--- config.mk ---
export PLATFORM = sky130hd
export DESIGN_NAME = integer_sqrt_rounded_top_flat
export DESIGN_NICKNAME = d
export VERILOG_FILES = /design/src/hdl/isqr_pkg.sv /design/src/hdl/isqr_in_if.sv /design/src/hdl/isqr_out_if.sv /design/src/hdl/integer_sqrt_rounded_top.sv /design/src/hdl/isqr_core.sv /design/src/hdl/isqr_final.sv /design/src/flat_wrapper.sv
export SDC_FILE = /design/constraint.sdc
export NUM_CORES = 1
export LEC_CHECK = 0
export BUFFER_PORTS_ARGS = -buffer_cell sky130_fd_sc_hd__buf_2
export CAP_MARGIN = 5
export CORE_MARGIN = 2
export CORE_UTILIZATION = 58
export CTS_BUF_LIST = sky130_fd_sc_hd__clkbuf_8 sky130_fd_sc_hd__clkbuf_16
export CTS_CLUSTER_SIZE = 28
export DETAILED_ROUTE_END_ITERATION = 7
export GPL_TIMING_DRIVEN = 0
export PLACE_DENSITY = 0.75
export SLEW_MARGIN = 10
export SYNTH_ARGS = -nofsm -noshare
export SYNTH_HDL_FRONTEND = slang
export SYNTH_SLANG_ARGS = --single-unit
--- constraint.sdc ---
create_clock -name clk -period 11.1 [get_ports clk]
set_input_delay 2.22 -clock clk [delete_from_list [all_inputs] [get_ports clk]]
set_output_delay 2.22 -clock clk [all_outputs]
set_load 0.01 [all_outputs]
--- src/hdl/isqr_pkg.sv ---
package isqr_pkg;

  // Width of the radicand and of the rounded root.
  localparam int INPUT_WIDTH = 32;
  localparam int ROOT_WIDTH = (INPUT_WIDTH + 1) / 2 + 1;

  // The test bit starts at the highest even position and moves two places per round.
  localparam int TOP_EVEN_BIT = (INPUT_WIDTH - 1) & ~1;
  localparam int NUM_ROUNDS = TOP_EVEN_BIT / 2 + 1;

  // Two rounds are done in each pipeline stage.
  localparam int ROUNDS_PER_STAGE = 2;
  localparam int NUM_STAGES = (NUM_ROUNDS + ROUNDS_PER_STAGE - 1) / ROUNDS_PER_STAGE;

  // Partial state of one item as it moves down the pipeline.
  typedef struct packed {
    logic [INPUT_WIDTH-1:0] rem;
    logic [INPUT_WIDTH-1:0] acc;
  } isqr_word_t;

  // Test bit of a given round.
  function automatic logic [INPUT_WIDTH-1:0] probe_of(input int round_idx);
    logic [INPUT_WIDTH-1:0] one_bit;
    one_bit = {{(INPUT_WIDTH-1){1'b0}}, 1'b1};
    return one_bit << (TOP_EVEN_BIT - 2 * round_idx);
  endfunction

  // One restoring round: subtract the trial value when it fits, then halve the root.
  function automatic isqr_word_t sqrt_round(input isqr_word_t w,
                                            input logic [INPUT_WIDTH-1:0] probe);
    logic [INPUT_WIDTH:0] trial;
    logic [INPUT_WIDTH:0] acc_sum;
    isqr_word_t res;
    trial = {1'b0, probe} + {1'b0, w.acc};
    res = w;
    if (trial <= {1'b0, w.rem}) begin
      res.rem = w.rem - trial[INPUT_WIDTH-1:0];
      acc_sum = trial + {1'b0, probe};
    end else begin
      acc_sum = {1'b0, w.acc};
    end
    res.acc = acc_sum[INPUT_WIDTH:1];
    return res;
  endfunction

endpackage

--- src/hdl/isqr_in_if.sv ---
interface isqr_in_if
  import isqr_pkg::*;
  ();
  logic                   valid;
  logic                   ready;
  logic [INPUT_WIDTH-1:0] radicand;

  modport source (output valid, output radicand, input ready);
  modport sink (input valid, input radicand, output ready);
endinterface

--- src/hdl/isqr_out_if.sv ---
interface isqr_out_if
  import isqr_pkg::*;
  ();
  logic                  valid;
  logic                  ready;
  logic [ROOT_WIDTH-1:0] root;

  modport source (output valid, output root, input ready);
  modport sink (input valid, input root, output ready);
endinterface

--- src/hdl/integer_sqrt_rounded_top.sv ---
// Rounded integer square root, pipelined.
//
// in_ch carries one unsigned radicand per word; out_ch returns its square root
// rounded to the nearest integer, one word per input word, in order. The top
// input 0xFFFFFFFF gives 65536, so the root is one bit wider than half the input.
// Both channels use valid/ready; a word moves when both are high.
//
// The restoring digit-by-digit method runs sixteen rounds, two per pipeline
// stage, over eight stages; a final stage applies the rounding step and holds
// the output register. While out_ch does not stall, a new word can be accepted
// every cycle, so throughput is one word per cycle, set by the per-stage pair
// of 32-bit compare/subtract rounds.
//
// When out_ch stalls, each stage holds its word and its valid bit; stages that
// are empty still take new words, so in_ch keeps accepting until the pipeline
// is full, and no word is lost or repeated. Reset (rst_n low, synchronous)
// clears all valid bits; the data registers are not reset.
module integer_sqrt_rounded_top
  import isqr_pkg::*;
(
  input  logic clk,
  input  logic rst_n,
  isqr_in_if.sink    in_ch,
  isqr_out_if.source out_ch
);

  logic       core_valid;
  logic       core_ready;
  isqr_word_t core_word;

  // Rounds of the recurrence.
  isqr_core u_core (
    .clk         (clk),
    .rst_n       (rst_n),
    .in_valid    (in_ch.valid),
    .in_ready    (in_ch.ready),
    .in_radicand (in_ch.radicand),
    .down_valid  (core_valid),
    .down_ready  (core_ready),
    .down_word   (core_word)
  );

  // Rounding and output register.
  isqr_final u_final (
    .clk      (clk),
    .rst_n    (rst_n),
    .up_valid (core_valid),
    .up_ready (core_ready),
    .up_word  (core_word),
    .out_ch   (out_ch)
  );

endmodule

--- src/hdl/isqr_core.sv ---
module isqr_core
  import isqr_pkg::*;
(
  input  logic                   clk,
  input  logic                   rst_n,
  input  logic                   in_valid,
  output logic                   in_ready,
  input  logic [INPUT_WIDTH-1:0] in_radicand,
  output logic                   down_valid,
  input  logic                   down_ready,
  output isqr_word_t             down_word
);

  logic       vld_r [NUM_STAGES];
  isqr_word_t word_r [NUM_STAGES];
  isqr_word_t word_nxt [NUM_STAGES];
  logic       stage_ready [NUM_STAGES];
  isqr_word_t first_word;

  // A new word starts with the whole radicand as remainder and an empty root.
  assign first_word.rem = in_radicand;
  assign first_word.acc = '0;

  assign in_ready = stage_ready[0];
  assign down_valid = vld_r[NUM_STAGES-1];
  assign down_word = word_r[NUM_STAGES-1];

  for (genvar s = 0; s < NUM_STAGES; s++) begin : g_stage
    localparam int R0 = s * ROUNDS_PER_STAGE;
    localparam logic [INPUT_WIDTH-1:0] P0 = probe_of(R0);
    localparam logic [INPUT_WIDTH-1:0] P1 = probe_of(R0 + 1);

    isqr_word_t src_word;
    isqr_word_t mid_word;
    logic       src_valid;
    logic       next_ready;

    if (s == 0) begin : g_src_in
      assign src_word = first_word;
      assign src_valid = in_valid;
    end else begin : g_src_prev
      assign src_word = word_r[s-1];
      assign src_valid = vld_r[s-1];
    end

    if (s == NUM_STAGES - 1) begin : g_dst_out
      assign next_ready = down_ready;
    end else begin : g_dst_next
      assign next_ready = stage_ready[s+1];
    end

    // A stage takes a word when it is empty or its word moves on.
    assign stage_ready[s] = !vld_r[s] || next_ready;

    // Two rounds of the digit-by-digit recurrence; the last stage may hold only one.
    always_comb begin
      mid_word = sqrt_round(src_word, P0);
      if (R0 + 1 < NUM_ROUNDS) begin
        word_nxt[s] = sqrt_round(mid_word, P1);
      end else begin
        word_nxt[s] = mid_word;
      end
    end

    // Valid bit of the stage.
    always_ff @(posedge clk) begin
      if (!rst_n) begin
        vld_r[s] <= 1'b0;
      end else if (stage_ready[s]) begin
        vld_r[s] <= src_valid;
      end
    end

    // Stage data.
    always_ff @(posedge clk) begin
      if (stage_ready[s] && src_valid) begin
        word_r[s] <= word_nxt[s];
      end
    end
  end

endmodule

--- src/hdl/isqr_final.sv ---
module isqr_final
  import isqr_pkg::*;
(
  input  logic       clk,
  input  logic       rst_n,
  input  logic       up_valid,
  output logic       up_ready,
  input  isqr_word_t up_word,
  isqr_out_if.source out_ch
);

  logic                  out_vld_r;
  logic [ROOT_WIDTH-1:0] root_r;
  logic [ROOT_WIDTH-1:0] root_nxt;
  logic [ROOT_WIDTH-1:0] acc_short;

  // The root fits in ROOT_WIDTH bits before rounding.
  assign acc_short = up_word.acc[ROOT_WIDTH-1:0];

  // Round to nearest: add one when the remainder exceeds the root.
  always_comb begin
    if (up_word.rem > up_word.acc) begin
      root_nxt = acc_short + {{(ROOT_WIDTH-1){1'b0}}, 1'b1};
    end else begin
      root_nxt = acc_short;
    end
  end

  assign up_ready = !out_vld_r || out_ch.ready;

  // Output valid.
  always_ff @(posedge clk) begin
    if (!rst_n) begin
      out_vld_r <= 1'b0;
    end else if (up_ready) begin
      out_vld_r <= up_valid;
    end
  end

  // Output word.
  always_ff @(posedge clk) begin
    if (up_ready && up_valid) begin
      root_r <= root_nxt;
    end
  end

  assign out_ch.valid = out_vld_r;
  assign out_ch.root = root_r;

endmodule

--- src/flat_wrapper.sv ---
// flat-port wrapper written by rule: the top's interface ports become plain ports
module integer_sqrt_rounded_top_flat import isqr_pkg::*;
  (clk, rst_n, in_ch_valid, in_ch_radicand, in_ch_ready, out_ch_valid, out_ch_root, out_ch_ready);
  isqr_in_if in_ch_i ();
  isqr_out_if out_ch_i ();
  input  logic clk;
  input  logic rst_n;
  input wire logic [$bits(in_ch_i.valid)-1:0] in_ch_valid;
  input wire logic [$bits(in_ch_i.radicand)-1:0] in_ch_radicand;
  output wire logic [$bits(in_ch_i.ready)-1:0] in_ch_ready;
  output wire logic [$bits(out_ch_i.valid)-1:0] out_ch_valid;
  output wire logic [$bits(out_ch_i.root)-1:0] out_ch_root;
  input wire logic [$bits(out_ch_i.ready)-1:0] out_ch_ready;
  assign in_ch_i.valid = in_ch_valid;
  assign in_ch_i.radicand = in_ch_radicand;
  assign in_ch_ready = in_ch_i.ready;
  assign out_ch_valid = out_ch_i.valid;
  assign out_ch_root = out_ch_i.root;
  assign out_ch_i.ready = out_ch_ready;
  integer_sqrt_rounded_top u_core (.clk(clk), .rst_n(rst_n), .in_ch(in_ch_i), .out_ch(out_ch_i));
endmodule
==> results.cfg, run 1 <==
[global_route]
grtUsageTotal = 0.282
antenna_found_initial = 0
grt_pass1_vias = 20400
grt_max_degree = 42
grt_pass1_wl_mm = 107
grt-ovfl-total = 0

[clocking]
clkSlewWorstSetupHoldPaths_ns = 0.06
cts_root_buffer = clkbuf_16
cts_buffers = 39
post-cts-setup-buffers = 0
htreeDepth = 2
cts.sinks = 354
cts_tree = done
cts_resized = 0
clock_latency_ns = 0.57
ctsHoldBuffers = 0
clock_path_buffers = 3

[detailed_routing]
wl_per_cell_um = 19.2
drtPass1Iterations = 6
drc = 0
drtIter0Drc = 1688
postRouteAntennaNets = 0
via_per_inst = 6.03
vias = 21200
totalWireLength_mm = 67.7

[power]
p_per_area_nw_per_um2 = 109
p_leak_nw = 12.0
ir_worst_vdd_uv = 144

[critical_path]
worstPathRequired_ns = 11.41
crit_type = register to register
cp_data_arrival_time_ns = 7.47
end_kind = register
crit_path_start_kind = register
path_max_fanout = 11

[timing]
slew-limit-headroom = 0.239
finalSetupViolCount = 0
hold_viol_final = 0
tns_ns = 0
finalCriticalPeriod_ns = 7.16
rsz0062_at_grt = false
fmax_mhz = 140
finClkSkew_ns = 0.0199
drv_slew = 0
whs_ns = 0.445
finalCritPeriodShare = 0.645
worst_pin_slew_ns = 1.14

[layout]
drive_above_1_share = 0.0654
instances_no_fill = 3519
antenna_cells = 0
layout_common_cells = edfxtp_1, ha_1, inv_1, nand2_1, a21oi_1
nets = 3218
fill_cells = 3719
final_common_cell = edfxtp_1
area_delta_synth_final_pct = 9.24

[logic_synthesis]
ys.warnings.count = 0
synth-edff-count = 352
synthArstFlopShare = 0
syn-mean-instance-area_um2 = 9.56
ys_types = 84
syn_inst = 2788
ys_ff_latch = 354
syn_area_um2 = 26700
yosysSeqAreaShare = 0.398
syn_nets = 3116
ys.flop_type = edfxtp_1

[place]
dp_cells = 3449
io_buffer_count = 54
dp_hpwl_mm = 53.8
place_congestion = 0.942

[job]
max-cap-violations = 0

[min_path]
worstHoldPathType = register to register

[die]
die_h_um = 218
core.rowCount = 78
initial_utilization = 0.587
core_um2 = 45400
dieArea_um2 = 47700
die_w_um = 218
io_pins = 55

[status]
outcome = finished clean
[routing by layer]
metal | up-vias | routed length, um | track usage | share of wire
li1 | 10300 | - | - | -
met4 | 0 | 2000 | 0.0905 | 0.030
met2 | 634 | 32400 | 0.482 | 0.48
met3 | 142 | 4010 | 0.0394 | 0.059
met5 | - | 0 | 0 | 0
met1 | 10100 | 29300 | 0.370 | 0.43
[worst paths after layout]
kind	depth (start not counted)	slack, ns	from	endpoint
max	23	3.94	u_core.u_core.word_r[1][83]$_DFFE_PP_	u_core.u_core.word_r[1][189]$_DFFE_PP_
min	0	0.45	u_core.u_core.word_r[0][49]$_DFFE_PP_	u_core.u_core.word_r[0][113]$_DFFE_PP_
max reg2reg	23	3.94	u_core.u_core.word_r[1][83]$_DFFE_PP_	u_core.u_core.word_r[1][189]$_DFFE_PP_
min reg2reg	0	0.45	u_core.u_core.word_r[0][49]$_DFFE_PP_	u_core.u_core.word_r[0][113]$_DFFE_PP_
[kinds of logic after synthesis]
logic type	Yosys count	share of synthesized area
multiplexers	26	0.00976
flip-flops	354	0.398
adder cells (fa/ha/maj)	292	0.137
buffers and inverters	350	0.0502
AND/OR/NAND/NOR	879	0.171
XOR/XNOR	227	0.0753
AO/OA/AOI/OAI	660	0.159
[power breakdown]
part           switching [mW]  internal, mW  total (mW)
combinational           0.228         0.156       0.383
clock                   0.553         0.703        1.26
sequential             0.0312          1.51        1.54
total                   0.812          2.37        3.18
[critical path: stages (launching register included)]
cell and delay (ns):
edfxtp_1 0.47, ha_1 0.32, clkbuf_1 0.30, nand4_1 0.31
nor4_1 0.56, nor2_2 0.19, nand2_1 0.17, clkbuf_1 0.44
buf_1 0.57, nor2_1 0.09, a21oi_1 0.29, inv_1 0.09
ha_1 0.36, a21o_1 0.19, a21o_1 0.18, a21oi_1 0.22
o21a_1 0.17, o21ai_0 0.14, a22o_1 0.25, nor4_1 0.50
inv_1 0.15, a2111oi_2 0.32, or3b_2 0.50, xnor2_1 0.13
[synth_stat cells, drive strengths merged (62+ instances only)]
library cell | count | area share
ha | 292 | 0.14
a21o | 67 | 0.019
xor2 | 77 | 0.025
nor3 | 62 | 0.012
inv | 272 | 0.038
nor2 | 175 | 0.025
nand2 | 214 | 0.030
edfxtp | 352 | 0.40
nand3 | 70 | 0.013
a21oi | 191 | 0.036
o21ai | 157 | 0.029
nor4 | 65 | 0.016
xnor2 | 150 | 0.050
[registers in the layout, indices dropped and copies added (netlist names)]
name	count
u_core.u_core.vld_r	8
u_core.u_final.out_ch.valid	1
u_core.u_final.out_ch.root	17
u_core.u_core.word_r	328
[through the flow]
step	utilization	setup WS, ns	total power [mW]	cell area [um^2]
final	0.642	3.94	3.18	29100
after global routing	0.642	3.37	3.30	29100
after CTS	0.642	4.04	3.20	29100
after detailed placement	0.615	4.11	1.95	27900
after global placement	0.610	3.60	1.94	27700
after floorplan	-	4.71	1.84	26700
[layout make-up]
class / count / area, um^2 / share of cell area
multi-input combinational: 2084 / 14800 / 0.507
sequential: 354 / 10600 / 0.364
inverter: 273 / 1020 / 0.0352
clock buffer: 40 / 990 / 0.0340
tap: 600 / 751 / 0.0258
timing repair buffer: 61 / 418 / 0.0144
buffer: 77 / 314 / 0.0108
clock inverter: 30 / 236 / 0.00812
No activity file was read; power rests on OpenSTA's default activity.
==> run 2: changes to the inputs <==
Settings changed: ABC_AREA set to 1, PLACE_DENSITY 0.75 to 0.74.
Clock period 11.1 ns to 6.6 ns, I/O delays scaled along.
==> results.cfg, run 2 <==
[status]
outcome = finished clean

[detailed_routing]
wl_per_cell_um = 17.6
drtIter0Drc = 2153
via_per_inst = 5.51
vias = 28100
postRouteAntennaNets = 0
totalWireLength_mm = 89.6
drc = 0
drtPass1Iterations = 7

[die]
io_pins = 55
initial_utilization = 0.590
die_w_um = 236
dieArea_um2 = 55600
core_um2 = 52900
die_h_um = 236
core.rowCount = 84

[logic_synthesis]
yosysSeqAreaShare = 0.340
ys_types = 61
syn-mean-instance-area_um2 = 7.28
synth.most_common_cell = nand2_1
ys_ff_latch = 354
synth-edff-count = 352
syn_area_um2 = 31200
synth_common_cells = nand2_1, inv_1, nor2_1, edfxtp_1, nand3_1
ys.flop_type = edfxtp_1
syn_nets = 4614
synthTopCellsByArea = edfxtp_1, nand2_1, ha_1
syn_inst = 4286
yosys.area.top_type = edfxtp_1
synth.top_cell.area_share = 0.339
synthArstFlopShare = 0
ys.warnings.count = 0

[layout]
regMostFlops = u_core.u_core.word_r
final_common_cell = nand2_1
nets = 4716
layout_common_cells = nand2_1, inv_1, nor2_1, edfxtp_1, nand3_1
final_cell_area_um2 = 33800
largest_reg_flops = 328
drive_above_1_share = 0.0801
antenna_cells = 0
ff_latch_area_um2 = 10600
multiInputGateArea_um2 = 17500
area_delta_synth_final_pct = 8.52
fill_cells = 4825

[clocking]
cts.sinks = 354
post-cts-setup-buffers = 0
cts_buffers = 39
cts_resized = 0
htreeDepth = 2
clkSlewWorstSetupHoldPaths_ns = 0.06
cts_tree = done
clock_path_buffers = 3
cts_root_buffer = clkbuf_16
clock_latency_ns = 0.59
ctsHoldBuffers = 0

[global_route]
grt_max_degree = 44
grt_pass1_wl_mm = 141
grt-ovfl-total = 0
grtUsageTotal = 0.319
grt_pass1_vias = 26400
antenna_found_initial = 0

[timing]
worst_pin_slew_ns = 0.898
slew-limit-headroom = 0.396
rsz0062_at_grt = false
fmax_mhz = 175
finalSetupViolCount = 0
drv_slew = 0
hold_viol_final = 0
worst_slack_ns = 0.883
finalCritPeriodShare = 0.866
finalCriticalPeriod_ns = 5.72
tns_ns = 0
finClkSkew_ns = 0.0398

[min_path]
hold_start = u_core.u_core.word_r[1][98]$_DFFE_PP_
worstHoldPathType = register to register

[place]
io_buffer_count = 54
dp_slack_ns = 1.02
place_congestion = 1.01
place_area_um2 = 32500
dp_hpwl_mm = 74.3

[critical_path]
worstPathRequired_ns = 6.92
slowest_delay_ns = 0.52
path_max_fanout = 11
crit_top_cell = nand2_1
crit_type = register to register
crit_path_start = u_core.u_core.word_r[0][208]$_DFFE_PP_
worst-path-buf-inv = 6
crit_path_start_kind = register
crit_family = simple AND/OR/NAND/NOR gates
cp_data_arrival_time_ns = 6.04
r2r_start = u_core.u_core.word_r[0][208]$_DFFE_PP_
cp_slowest_cell = edfxtp_1
end_kind = register

[power]
ir_worst_vdd_uv = 228
p_per_area_nw_per_um2 = 183
p_leak_nw = 16.1
power_mw = 6.20

[job]
max-cap-violations = 0
[run 2: changes by cell type after synthesis, moves of 29 or more]
| cell | previous run | this run |
|---|---|---|
| nand2_1 | 214 | 1131 |
| inv_1 | 272 | 713 |
| nor2_1 | 174 | 431 |
| nand3_1 | 70 | 303 |
| xnor2_1 | 149 | 42 |
| a21o_1 | 67 | 9 |
| clkbuf_1 | 57 | 6 |
| nand2_2 | 0 | 41 |
| nand4_1 | 42 | 81 |
| nand2b_1 | 35 | 0 |
| nor2b_1 | 32 | 0 |
| o21ai_2 | 0 | 31 |
| o21ai_1 | 5 | 34 |
[run 2: cell type report]
type,instances,area share
tap,688,0.0254
inverter,743,0.0824
multi-input combinational,3157,0.519
clock inverter,32,0.0110
sequential,354,0.314
buffer,32,0.00806
clock buffer,39,0.0288
timing repair buffer,61,0.0122
[run 2: report_power, final]
group,internal (mW),switching (mW)
clock,1.34,0.958
combinational,0.423,0.803
sequential,2.59,0.0851
[run 2: layer usage]
metal | share of wire | GRT usage | vias up
met5 | 0 | 0 | -
met4 | 0.037 | 0.116 | 0
met3 | 0.063 | 0.0353 | 196
met2 | 0.48 | 0.562 | 999
met1 | 0.42 | 0.405 | 12800
li1 | - | - | 14200
[run 2: through the flow]
step           hold slack [ns]  cells   util
6_report                 0.436   5106  0.640
3_3_place_gp             0.429   5028  0.611
5_1_grt                  0.444   5106  0.640
3_5_place_dp             0.434   5035  0.615
2_1_floorplan            0.426   4286      -
4_1_cts                  0.429   5106  0.640
[run 2: path summary, 6_finish.rpt]
kind | end | slack, ns | cells after the start
max | u_core.u_core.word_r[1][55]$_DFFE_PP_ | 0.88 | 31
min | u_core.u_core.word_r[1][162]$_DFFE_PP_ | 0.44 | 0
max reg2reg | u_core.u_core.word_r[1][55]$_DFFE_PP_ | 0.88 | 31
min reg2reg | u_core.u_core.word_r[1][162]$_DFFE_PP_ | 0.44 | 0
[run 2: cell families (layout without fill, tap and decap cells)]
| group | after synthesis | count (layout) | share of synthesized area |
|---|---|---|---|
| xor+xnor | 141 | 141 | 0.0396 |
| simple gates | 2238 | 2238 | 0.316 |
| flops | 354 | 354 | 0.340 |
| fa+ha+maj | 292 | 292 | 0.117 |
| buf+inv | 775 | 907 | 0.0982 |
| compound gates | 486 | 486 | 0.0887 |
